$ cat config.mk
export PLATFORM = sky130hd
export DESIGN_NAME = tis_core
export DESIGN_NICKNAME = d
export VERILOG_FILES = /design/src/design/tis_pkg.sv /design/src/design/tis_core.sv
export SDC_FILE = /design/constraint.sdc
export NUM_CORES = 1
export LEC_CHECK = 0
export BUFFER_PORTS_ARGS = -buffer_cell sky130_fd_sc_hd__buf_2
export CAP_MARGIN = 40
export CORE_MARGIN = 8
export CORE_UTILIZATION = 35
export CTS_CLUSTER_DIAMETER = 80
export DETAILED_ROUTE_END_ITERATION = 10
export PLACE_DENSITY = 0.58
export SYNTH_ARGS = -nofsm -noshare
export SYNTH_HDL_FRONTEND = slang
export SYNTH_SLANG_ARGS = --single-unit
$ cat constraint.sdc
create_clock -name i_clk -period 3.9 [get_ports i_clk]
set_clock_uncertainty 0.15 [all_clocks]
set_input_delay 0.39 -clock i_clk [delete_from_list [all_inputs] [get_ports i_clk]]
set_output_delay 0.39 -clock i_clk [all_outputs]
set_load 0.1 [all_outputs]
$ cat src/design/tis_pkg.sv
// Package for the timestamp interval search block.
// Holds table sizing, operation and status codes, and the transfer types.
// No dependencies.
`timescale 1ns / 1ps

package tis_pkg;

    localparam int ENTRIES = 256;
    localparam int AW      = $clog2(ENTRIES);
    localparam int CW      = $clog2(ENTRIES + 1);
    localparam int TW      = 23;

    typedef logic [AW-1:0] t_addr;
    typedef logic [CW-1:0] t_cnt;
    typedef logic [TW-1:0] t_time;
    typedef logic [7:0]    t_index;
    typedef logic [8:0]    t_count;
    typedef logic [1:0]    t_func;
    typedef logic [1:0]    t_status;

    localparam t_func FUNC_CLEAR  = 2'd0;
    localparam t_func FUNC_APPEND = 2'd1;
    localparam t_func FUNC_SEARCH = 2'd2;
    localparam t_func FUNC_NOP    = 2'd3;

    localparam t_status ST_OK    = 2'd0;
    localparam t_status ST_RANGE = 2'd1;
    localparam t_status ST_FULL  = 2'd2;

    typedef struct packed {
        t_func func;
        t_time time_value;
    } t_in_item;

    typedef struct packed {
        t_status status;
        t_index  index;
        t_count  count;
    } t_out_item;

    typedef struct packed {
        logic  we;
        t_addr waddr;
        t_time wdata;
        t_addr raddr;
    } t_ram_req;

endpackage

$ cat src/design/tis_core.sv
// Sequencer and shared compare unit for the timestamp interval search.
// Drives the table RAM port; depends on tis_pkg.
`timescale 1ns / 1ps

module tis_core (
    input  logic              i_clk,
    input  logic              i_rst_n,
    input  logic              i_in_valid,
    input  tis_pkg::t_in_item i_in_data,
    output logic              o_in_stall,
    output logic              o_res_valid,
    output tis_pkg::t_out_item o_res,
    input  logic              i_res_take,
    output tis_pkg::t_ram_req o_ram,
    input  tis_pkg::t_time    i_rdata
);

    localparam logic [2:0] S_IDLE      = 3'd0;
    localparam logic [2:0] S_CHK_FIRST = 3'd1;
    localparam logic [2:0] S_CHK_LAST  = 3'd2;
    localparam logic [2:0] S_PROBE     = 3'd3;
    localparam logic [2:0] S_CHK_MID   = 3'd4;
    localparam logic [2:0] S_DONE      = 3'd5;

    logic [2:0]       r_state, n_state;
    tis_pkg::t_time   r_q, n_q;
    tis_pkg::t_cnt    r_count, n_count;
    tis_pkg::t_addr   r_lo, n_lo;
    tis_pkg::t_addr   r_hi, n_hi;
    tis_pkg::t_addr   r_mid, n_mid;
    tis_pkg::t_status r_status, n_status;
    tis_pkg::t_addr   r_index, n_index;

    logic [tis_pkg::TW:0] diff;
    logic                 q_lt;
    logic                 q_gt;
    tis_pkg::t_addr       span;
    logic [tis_pkg::AW:0] sum;
    tis_pkg::t_addr       mid;
    tis_pkg::t_addr       last;
    logic                 in_take;

    assign diff    = {1'b0, r_q} - {1'b0, i_rdata};
    assign q_lt    = diff[tis_pkg::TW];
    assign q_gt    = !q_lt && (diff[tis_pkg::TW-1:0] != '0);
    assign span    = r_hi - r_lo;
    assign sum     = {1'b0, r_lo} + {1'b0, r_hi};
    assign mid     = sum[tis_pkg::AW:1];
    assign last    = tis_pkg::t_addr'(r_count - tis_pkg::t_cnt'(1));
    assign in_take = i_in_valid && (r_state == S_IDLE);

    always_comb begin
        n_state  = r_state;
        n_q      = r_q;
        n_count  = r_count;
        n_lo     = r_lo;
        n_hi     = r_hi;
        n_mid    = r_mid;
        n_status = r_status;
        n_index  = r_index;
        o_ram.we    = 1'b0;
        o_ram.waddr = tis_pkg::t_addr'(r_count);
        o_ram.wdata = i_in_data.time_value;
        o_ram.raddr = '0;
        unique case (r_state)
            S_IDLE: begin
                if (in_take) begin
                    n_state  = S_DONE;
                    n_status = tis_pkg::ST_OK;
                    n_index  = '0;
                    unique case (i_in_data.func)
                        tis_pkg::FUNC_CLEAR: begin
                            n_count = '0;
                        end
                        tis_pkg::FUNC_APPEND: begin
                            if (r_count == tis_pkg::t_cnt'(tis_pkg::ENTRIES)) begin
                                n_status = tis_pkg::ST_FULL;
                            end else begin
                                o_ram.we = 1'b1;
                                n_count  = r_count + tis_pkg::t_cnt'(1);
                                n_index  = tis_pkg::t_addr'(r_count);
                            end
                        end
                        tis_pkg::FUNC_SEARCH: begin
                            n_q = i_in_data.time_value;
                            if (r_count == '0) begin
                                n_status = tis_pkg::ST_RANGE;
                            end else begin
                                n_state = S_CHK_FIRST;
                            end
                        end
                        default: begin
                        end
                    endcase
                end
            end
            S_CHK_FIRST: begin
                if (q_lt) begin
                    n_status = tis_pkg::ST_RANGE;
                    n_state  = S_DONE;
                end else begin
                    o_ram.raddr = last;
                    n_state     = S_CHK_LAST;
                end
            end
            S_CHK_LAST: begin
                if (q_gt) begin
                    n_status = tis_pkg::ST_RANGE;
                    n_state  = S_DONE;
                end else begin
                    n_lo    = '0;
                    n_hi    = last;
                    n_state = S_PROBE;
                end
            end
            S_PROBE: begin
                if (span > tis_pkg::t_addr'(1)) begin
                    o_ram.raddr = mid;
                    n_mid       = mid;
                    n_state     = S_CHK_MID;
                end else begin
                    n_index = r_lo;
                    n_state = S_DONE;
                end
            end
            S_CHK_MID: begin
                if (!q_lt) begin
                    n_lo = r_mid;
                end else begin
                    n_hi = r_mid;
                end
                n_state = S_PROBE;
            end
            S_DONE: begin
                if (i_res_take) begin
                    n_state = S_IDLE;
                end
            end
            default: begin
                n_state = S_IDLE;
            end
        endcase
    end

    always_ff @(posedge i_clk) begin
        if (!i_rst_n) begin
            r_state <= S_IDLE;
            r_count <= '0;
        end else begin
            r_state <= n_state;
            r_count <= n_count;
        end
        r_q      <= n_q;
        r_lo     <= n_lo;
        r_hi     <= n_hi;
        r_mid    <= n_mid;
        r_status <= n_status;
        r_index  <= n_index;
    end

    assign o_in_stall   = (r_state != S_IDLE);
    assign o_res_valid  = (r_state == S_DONE);
    assign o_res.status = r_status;
    assign o_res.index  = tis_pkg::t_index'(r_index);
    assign o_res.count  = tis_pkg::t_count'(r_count);

`ifndef SYNTHESIS
    a_count_bound: assert property (@(posedge i_clk) disable iff (!i_rst_n)
        r_count <= tis_pkg::t_cnt'(tis_pkg::ENTRIES))
        else $error("entry count beyond table size");

    a_bounds_order: assert property (@(posedge i_clk) disable iff (!i_rst_n)
        (r_state == S_PROBE || r_state == S_CHK_MID) |-> (r_lo <= r_hi))
        else $error("search bounds crossed");

    a_mid_inside: assert property (@(posedge i_clk) disable iff (!i_rst_n)
        (r_state == S_CHK_MID) |-> (r_mid > r_lo && r_mid < r_hi))
        else $error("probe outside open interval");

    a_write_idle: assert property (@(posedge i_clk) disable iff (!i_rst_n)
        o_ram.we |-> (r_state == S_IDLE && i_in_valid))
        else $error("table write outside an append transfer");

    a_count_step: assert property (@(posedge i_clk) disable iff (!i_rst_n)
        o_ram.we |=> (r_count == $past(r_count) + tis_pkg::t_cnt'(1)))
        else $error("append did not advance count");
`endif

endmodule

==> metrics.txt, run 1 <==
# TYPE chip_impl_metric gauge
chip_impl_metric{name="placed_area",unit="mm²"} 0.005981
chip_impl_metric{name="timing.critical_path.arrival",unit="ns"} 3.15
chip_impl_info{name="most-common-layout-cells",value="buf_2, inv_1, edfxtp_1"} 1
chip_impl_metric{name="share_seq_of_total_power",unit="%"} 29.7
chip_impl_metric{name="finalSetupViolCount",unit=""} 0
chip_impl_metric{name="antenna_cells_inserted",unit=""} 0
chip_impl_metric{name="internal_power_component",unit="W"} 0.001873
chip_impl_metric{name="place_worst_setup_slack",unit="ns"} 0.1639
chip_impl_metric{name="finalWorstPathRequiredPeriod",unit="ns"} 3.694
chip_impl_metric{name="design.core.area",unit="mm²"} 0.01503
chip_impl_metric{name="finalWirelength",unit="µm"} 13570
chip_impl_metric{name="cap_violations",unit=""} 0
chip_impl_metric{name="dr.first_iter.drc_count",unit=""} 302
chip_impl_metric{name="finalPower",unit="W"} 0.003417
chip_impl_metric{name="synth_area_per_cell",unit="µm²"} 9.096
chip_impl_metric{name="area_growth",unit="%"} 18.36
chip_impl_metric{name="peakVddDrop",unit="mV"} 0.2157
chip_impl_info{name="cts-root-buf",value="clkbuf_16"} 1
chip_impl_info{name="ys_top_cells_by_area",value="edfxtp_1, ha_1, dfxtp_1"} 1
chip_impl_info{name="run_status",value="finished clean"} 1
chip_impl_metric{name="globalRouteMet1Util",unit="%"} 16.02
chip_impl_metric{name="min_period_over_period",unit="%"} 94.72
chip_impl_info{name="timing.setup.critical_path_class",value="flip-flop to output port"} 1
chip_impl_metric{name="number_of_warnings_reported_in_the_yosys_synthesis_log",unit=""} 0
chip_impl_metric{name="clkSlewWorstSetupHoldPaths",unit="ns"} 0.06
chip_impl_info{name="worst_setup_path_end_kind",value="output port"} 1
chip_impl_metric{name="clk-insertion-delay-late",unit="ns"} 0.34
chip_impl_metric{name="ant_nets_after_route",unit=""} 0
chip_impl_metric{name="nets_in_the_synthesized_netlist",unit=""} 683
chip_impl_metric{name="power.leakage",unit="nW"} 2.711
chip_impl_info{name="synth_top_area_cell",value="edfxtp_1"} 1
chip_impl_metric{name="min_setup_slack_post_route",unit="ns"} 0.2059
chip_impl_metric{name="syn-cell-area",unit="mm²"} 0.005321
chip_impl_metric{name="grt_max_degree",unit=""} 24
chip_impl_metric{name="first_pass_iters",unit=""} 4
chip_impl_info{name="ys.flop_type",value="edfxtp_1"} 1
chip_impl_metric{name="ys_types",unit=""} 71
chip_impl_metric{name="fp-row-count",unit=""} 45
chip_impl_metric{name="vias",unit=""} 4506
chip_impl_metric{name="clock_sink_count",unit=""} 69
chip_impl_metric{name="vert_die_dim",unit="µm"} 139.3
chip_impl_info{name="worst_hold_startpoint",value="i_in_data[9]"} 1
chip_impl_metric{name="grt_antenna_before_repair",unit=""} 0
chip_impl_metric{name="power.share.switching",unit="%"} 45.19
chip_impl_metric{name="floorplan.die.width",unit="µm"} 139.3
chip_impl_metric{name="layout_cells_sized_above_1",unit="%"} 23.13
chip_impl_info{name="hold_path_class",value="input pin to flip-flop"} 1
chip_impl_metric{name="hold-path-cell-count",unit=""} 1
chip_impl_metric{name="clk_path_buf_depth",unit=""} 2
chip_impl_metric{name="detail_route.wl_per_cell",unit="µm"} 15.81
chip_impl_metric{name="power.net_switching",unit="W"} 0.001544
chip_impl_metric{name="clock.fmax",unit="GHz"} 0.2707
chip_impl_metric{name="number_of_global_route_vias_before_repair",unit=""} 4546
chip_impl_metric{name="grt_remaining_overflow",unit=""} 0
chip_impl_info{name="worstReg2RegStart",value="r_q[0]"} 1
chip_impl_metric{name="cts_made_buffers",unit=""} 9
chip_impl_metric{name="ff2ff_setup_slack",unit="ns"} 0.28
chip_impl_metric{name="tns",unit="ns"} 0
chip_impl_metric{name="number_of_enable_flip_flop_cells_after_synthesis",unit=""} 57
chip_impl_metric{name="power.combinational.fraction",unit="%"} 46.4
chip_impl_metric{name="synth.yosys.seq_area_share",unit="%"} 36.68
chip_impl_metric{name="gr-usage-met3",unit="%"} 2.873
chip_impl_metric{name="path_max_fanout",unit=""} 8
chip_impl_metric{name="pwr_cell_area",unit="mW/mm²"} 542.5
chip_impl_info{name="startpoint_type",value="flip-flop"} 1
chip_impl_info{name="mostFrequentLayoutCell",value="buf_2"} 1
chip_impl_info{name="tritoncts_clock_tree",value="built"} 1
chip_impl_metric{name="maxSlewHeadroom",unit="%"} 63.20
chip_impl_metric{name="post_cts_hold_buffer_count",unit=""} 0
chip_impl_metric{name="fin_hold_viols",unit=""} 0
chip_impl_metric{name="drcViolationCount",unit=""} 0
chip_impl_metric{name="initial_core_util",unit="%"} 35.40
chip_impl_metric{name="worst_ep_required_time",unit="ns"} 3.36
chip_impl_metric{name="power.share.clock",unit="%"} 23.9
chip_impl_info{name="timing.hold.worst_endpoint",value="r_q[9]"} 1
chip_impl_info{name="grt.busiest_layer",value="met2"} 1
chip_impl_metric{name="postSynthCellCount",unit=""} 585
chip_impl_metric{name="postLayoutCoreUtil",unit="%"} 41.90
chip_impl_info{name="rr_endpoint",value="r_hi[0]"} 1
chip_impl_metric{name="final_nets",unit=""} 763
chip_impl_metric{name="track_usage",unit="%"} 13.54
chip_impl_metric{name="number_of_pins_with_negative_max_slew_slack_in_the_final_report",unit=""} 0
chip_impl_metric{name="grt_util_met2",unit="%"} 23.80
chip_impl_metric{name="worstMarginPinSlew",unit="ns"} 0.5500
chip_impl_metric{name="buffer_ports.inserted",unit=""} 112
chip_impl_metric{name="pin_count",unit=""} 113
chip_impl_metric{name="h_tree_depth",unit=""} 3
chip_impl_metric{name="design_area",unit="mm²"} 0.006299
chip_impl_metric{name="dp.final_hpwl",unit="µm"} 10870
chip_impl_metric{name="grt_pass1_wl",unit="µm"} 21630
chip_impl_metric{name="path_depth_of_the_worst_reg2reg_path",unit=""} 12
chip_impl_metric{name="detail_route.vias_per_cell",unit=""} 5.252
chip_impl_metric{name="synth-seq-cells",unit=""} 69
chip_impl_metric{name="yosysTopAreaCellShare",unit="%"} 32.17
chip_impl_metric{name="floorplan.die_area",unit="mm²"} 0.01941
chip_impl_metric{name="synth_async_sr_flop_share",unit="%"} 0
chip_impl_metric{name="place.gp.congestion",unit=""} 0.8534
## layer usage
| metal | share of wire [%] | wire length [µm] | vias up |
|---|---|---|---|
| met2 | 49 | 6666 | 128 |
| met1 | 45 | 6041 | 2105 |
| li1 | - | - | 2255 |
| met3 | 4.7 | 641 | 18 |
| met4 | 1.6 | 219 | 0 |
| met5 | 0 | 0 | - |
## cells by family (layout without fill, tap and decap cells)
kind of cell,count (synthesis),after routing,synth area share [%]
compound gates,164,164,20.90
xor+xnor,28,28,4.608
fa+ha+maj,46,46,11.24
buf+inv,110,195,10.18
flops,69,69,36.68
mux,2,2,0.3762
simple gates,166,166,16.01
## power by group through the flow
| stage | sequential, W | clock, W | combinational, W |
|---|---|---|---|
| detailed placement | 0.00103 | 0 | 0.00157 |
| CTS | 0.00101 | 0.000841 | 0.00158 |
| floorplan | 0.00119 | 0 | 0.00102 |
| finish | 0.00102 | 0.000817 | 0.00158 |
| global route | 0.00103 | 0.000866 | 0.00169 |
| global placement | 0.00103 | 0 | 0.00156 |
## how the worst max path moves through the flow
| stage | from | end | slack, ns | depth (start not counted) |
|---|---|---|---|---|
| global route | r_lo[1] | o_ram[7] | -0.04 | 11 |
| global placement | i_rdata[0] | r_hi[7] | 0.22 | 12 |
| CTS | r_q[4] | o_ram[0] | 0.06 | 10 |
| detailed placement | i_rdata[0] | r_hi[6] | 0.16 | 12 |
| finish | r_q[4] | o_ram[6] | 0.21 | 10 |
| floorplan | r_lo[1] | o_ram[0] | -0.32 | 10 |
## synthesized netlist by cell type (12+ instances only)
cell / instances
inv_1: 60
edfxtp_1: 57
ha_1: 43
a21oi_1: 42
nand2_1: 39
nor2_1: 38
buf_4: 31
o21ai_0: 31
xnor2_1: 16
clkbuf_1: 13
nand3_1: 13
dfxtp_1: 12
xor2_1: 12
## worst max-delay path, stage by stage, from the launching register on
cell and delay, ns:
edfxtp_1 0.37, ha_1 0.40, o211a_1 0.20, o21ai_1 0.15, a211oi_2 0.37, o21a_1 0.22
o2111ai_2 0.20, nand2_1 0.19, nand2_2 0.19, o22ai_1 0.31, buf_12 0.22
## registers in the layout, summed over array words and instances, names as in the netlist
name,flops
r_q,23
r_count,9
r_hi,8
r_index,8
r_lo,8
r_mid,8
r_state,3
r_status,2
## cell type report
class                           instances  area [µm²]
Sequential cell                        69        1952
Clock inverter                          6       51.30
Multi-Input combinational cell        406        2851
Clock buffer                           10       250.2
Fill cell                            1456        8735
Tap cell                              188       235.2
Inverter                               60       225.2
Timing Repair Buffer                  119       733.2
## what timing repair did
| item | in CTS | in global routing |
|---|---|---|
| pin swaps | 1 | 0 |
| resized for setup | 0 | 3 |
| buffers inserted | 1 | 0 |
| setup endpoints to repair | 1 | 8 |
## metrics by stage
| stage | hold slack [ns] | std cells |
|---|---|---|
| floorplan | 0.3389 | 585 |
| global placement | 0.4120 | 841 |
| detailed placement | 0.4140 | 841 |
| CTS | 0.07549 | 858 |
| global route | 0.07510 | 858 |
| finish | 0.08338 | 858 |
(Power assumes the default switching activity.)
==> run 2: changes to the inputs <==
- CELL_PAD_IN_SITES_DETAIL_PLACEMENT: not set -> 1
- CELL_PAD_IN_SITES_GLOBAL_PLACEMENT: not set -> 1
- MAX_ROUTING_LAYER: not set -> met4
- PLACE_DENSITY: 0.58 -> 0.73
==> run 2 against run 1 <==
Register-to-register slack improved by 0.02 ns; critical endpoint unchanged; via count is 2.5% higher; critical path depth is 1 lower; critical path type unchanged.
==> metrics.txt, run 2 (synthesis results as in run 1) <==
# TYPE chip_impl_metric gauge
chip_impl_metric{name="number_of_pins_with_negative_max_slew_slack_in_the_final_report",unit=""} 0
chip_impl_metric{name="hold-path-cell-count",unit=""} 1
chip_impl_metric{name="h_tree_depth",unit=""} 3
chip_impl_info{name="registers.top_by_ff_count",value="r_q"} 1
chip_impl_metric{name="grt_remaining_overflow",unit=""} 0
chip_impl_metric{name="placedCellCount",unit=""} 842
chip_impl_metric{name="path_depth_of_the_worst_reg2reg_path",unit=""} 13
chip_impl_metric{name="clock_sink_count",unit=""} 69
chip_impl_info{name="reg.largest.list",value="r_q x23, r_count x9"} 1
chip_impl_info{name="hold_path_class",value="input pin to flip-flop"} 1
chip_impl_metric{name="cpPeakStageDelay",unit="ns"} 0.39
chip_impl_metric{name="number_of_global_route_vias_before_repair",unit=""} 5132
chip_impl_info{name="worst_setup_path_end_kind",value="output port"} 1
chip_impl_metric{name="fin_hold_viols",unit=""} 0
chip_impl_info{name="startpoint_type",value="flip-flop"} 1
chip_impl_metric{name="worstMarginPinSlew",unit="ns"} 0.5936
chip_impl_metric{name="finalWorstPathRequiredPeriod",unit="ns"} 3.729
chip_impl_metric{name="buffer_ports.inserted",unit=""} 112
chip_impl_metric{name="detail_route.vias_per_cell",unit=""} 5.369
chip_impl_metric{name="first_pass_iters",unit=""} 4
chip_impl_metric{name="clock.fmax",unit="GHz"} 0.2682
chip_impl_metric{name="fp-row-count",unit=""} 45
chip_impl_metric{name="clk-insertion-delay-late",unit="ns"} 0.35
chip_impl_info{name="rr_endpoint",value="r_hi[1]"} 1
chip_impl_metric{name="drcViolationCount",unit=""} 0
chip_impl_info{name="worst_hold_startpoint",value="i_in_data[14]"} 1
chip_impl_metric{name="pin_count",unit=""} 113
chip_impl_metric{name="layout_cells_sized_above_1",unit="%"} 24.11
chip_impl_metric{name="dr.first_iter.drc_count",unit=""} 218
chip_impl_metric{name="placed_area",unit="mm²"} 0.005996
chip_impl_info{name="cts-root-buf",value="clkbuf_16"} 1
chip_impl_info{name="mostFrequentLayoutCell",value="buf_2"} 1
chip_impl_metric{name="maxSlewHeadroom",unit="%"} 60.38
chip_impl_metric{name="layoutNonFillerInstCount",unit=""} 860
chip_impl_metric{name="hold-worst-slack",unit="ns"} 0.07726
chip_impl_metric{name="tns",unit="ns"} 0
chip_impl_metric{name="antenna_cells_inserted",unit=""} 0
chip_impl_info{name="timing.setup.critical_path_class",value="flip-flop to output port"} 1
chip_impl_metric{name="track_usage",unit="%"} 16.94
chip_impl_metric{name="finalWirelength",unit="µm"} 15880
chip_impl_metric{name="ant_nets_after_route",unit=""} 0
chip_impl_metric{name="clk_path_buf_depth",unit=""} 2
chip_impl_metric{name="floorplan.die_area",unit="mm²"} 0.01941
chip_impl_metric{name="final_nets",unit=""} 765
chip_impl_metric{name="grt_antenna_before_repair",unit=""} 0
chip_impl_metric{name="design_area",unit="mm²"} 0.006367
chip_impl_info{name="critical_path_cell_sequence",value="ha_1 -> and2_1 -> a221o_1 -> or3_1 -> o2111ai_2 -> nand2_1 -> nand2_2 -> o22ai_1 -> buf_12"} 1
chip_impl_metric{name="path_max_fanout",unit=""} 8
chip_impl_info{name="timing.hold.worst_endpoint",value="r_q[14]"} 1
chip_impl_info{name="critical-path-top-delay-family",value="simple AND/OR/NAND/NOR gates"} 1
chip_impl_metric{name="area_growth",unit="%"} 19.66
chip_impl_metric{name="worst_ep_required_time",unit="ns"} 3.36
chip_impl_metric{name="min_period_over_period",unit="%"} 95.62
chip_impl_metric{name="timing.critical_path.arrival",unit="ns"} 3.19
chip_impl_metric{name="design.core.area",unit="mm²"} 0.01503
chip_impl_info{name="most-common-layout-cells",value="buf_2, inv_1, edfxtp_1"} 1
chip_impl_info{name="worstReg2RegStart",value="r_q[0]"} 1
chip_impl_metric{name="initial_core_util",unit="%"} 35.40
chip_impl_info{name="tritoncts_clock_tree",value="built"} 1
chip_impl_metric{name="floorplan.die.width",unit="µm"} 139.3
chip_impl_info{name="run_status",value="finished clean"} 1
chip_impl_metric{name="vert_die_dim",unit="µm"} 139.3
chip_impl_metric{name="place.gp.congestion",unit=""} 0.8970
chip_impl_metric{name="critical_path_buf_inv_count",unit=""} 1
chip_impl_metric{name="vias",unit=""} 4617
chip_impl_info{name="timing.critical_path.slowest_stage_cell",value="ha_1"} 1
chip_impl_metric{name="cap_violations",unit=""} 0
chip_impl_metric{name="dp.final_hpwl",unit="µm"} 12780
chip_impl_metric{name="cts_made_buffers",unit=""} 9
chip_impl_metric{name="pwr_cell_area",unit="mW/mm²"} 562.0
chip_impl_metric{name="clkSlewWorstSetupHoldPaths",unit="ns"} 0.06
chip_impl_metric{name="finalPower",unit="W"} 0.003579
chip_impl_metric{name="power.leakage",unit="nW"} 2.741
chip_impl_metric{name="ff2ff_setup_slack",unit="ns"} 0.30
chip_impl_metric{name="detail_route.wl_per_cell",unit="µm"} 18.46
chip_impl_metric{name="largest_register_ffs",unit=""} 23
chip_impl_metric{name="grt_max_degree",unit=""} 21
chip_impl_metric{name="grt_pass1_wl",unit="µm"} 25960
chip_impl_metric{name="finalSetupViolCount",unit=""} 0
chip_impl_metric{name="peakVddDrop",unit="mV"} 0.2889
==> run 2: cell count changes in the layout (fill, tap and decap cells not counted), sizes merged <==
cell and delta:
bufinv +2, clkinvlp -1, clkinv -2, buf +2, clkbuf +1
==> run 2: worst max-delay path by stage <==
| stage | startpoint | to | cells past startpoint |
|---|---|---|---|
| final | r_q[17] | o_ram[6] | 9 |
| after global placement | i_rdata[0] | r_hi[3] | 12 |
| after global routing | r_lo[1] | o_ram[1] | 12 |
| after floorplan | r_lo[1] | o_ram[0] | 10 |
| after CTS | r_q[1] | o_ram[2] | 10 |
| after detailed placement | i_rdata[0] | r_hi[3] | 12 |
==> run 2: routing by layer <==
layer  track usage [%]  share of wire, %  up-vias  routed length (µm)
met1             19.45                44     2259                6979
met4             5.257               1.7        0                 266
met3             3.762               3.7       17                 584
met2             28.98                51       91                8049
li1                  -                 -     2250                   -
met5                 -                 0        -                   0
==> run 2: what timing repair did <==
action                                  in CTS  in global routing
hold buffers                                 0                  0
gates resized for setup                      0                 10
setup buffers                                0                  2
endpoints found under the setup margin       0                 24
==> run 2: power breakdown <==
| group | leakage [nW] | total, W | switching (W) | internal (W) |
|---|---|---|---|---|
| Sequential | 0.618 | 0.00103 | 0.0000898 | 0.000939 |
| Clock | 0.161 | 0.000912 | 0.000333 | 0.000579 |
| Combinational | 1.96 | 0.00164 | 0.00117 | 0.000466 |
==> run 2: worst reg2reg max path, delay by kind of cell, from the launching register on <==
family,cells,cell delay (ns)
AOI/OAI and AO/OA,5,1.27
and+or+nand+nor,3,0.69
buffers and inverters,3,0.45
adders and majority gates,2,0.38
DFF,1,0.35
==> run 2: stage by stage <==
stage,util [%],setup slack (ns)
2_1_floorplan,-,-0.3189
3_3_place_gp,39.78,0.2467
3_5_place_dp,39.88,0.1178
4_1_cts,42.04,0.03831
5_1_grt,42.36,-0.01145
6_report,42.36,0.1709
==> run 2: area by class of cell <==
type,count,area (µm²)
clock inverters,5,81.33
fillers,1751,8666
multi-input cells,406,2875
repair buffers,121,755.7
flip-flops and latches,69,1952
clock buffers,11,242.7
inverters,60,225.2
well taps,188,235.2
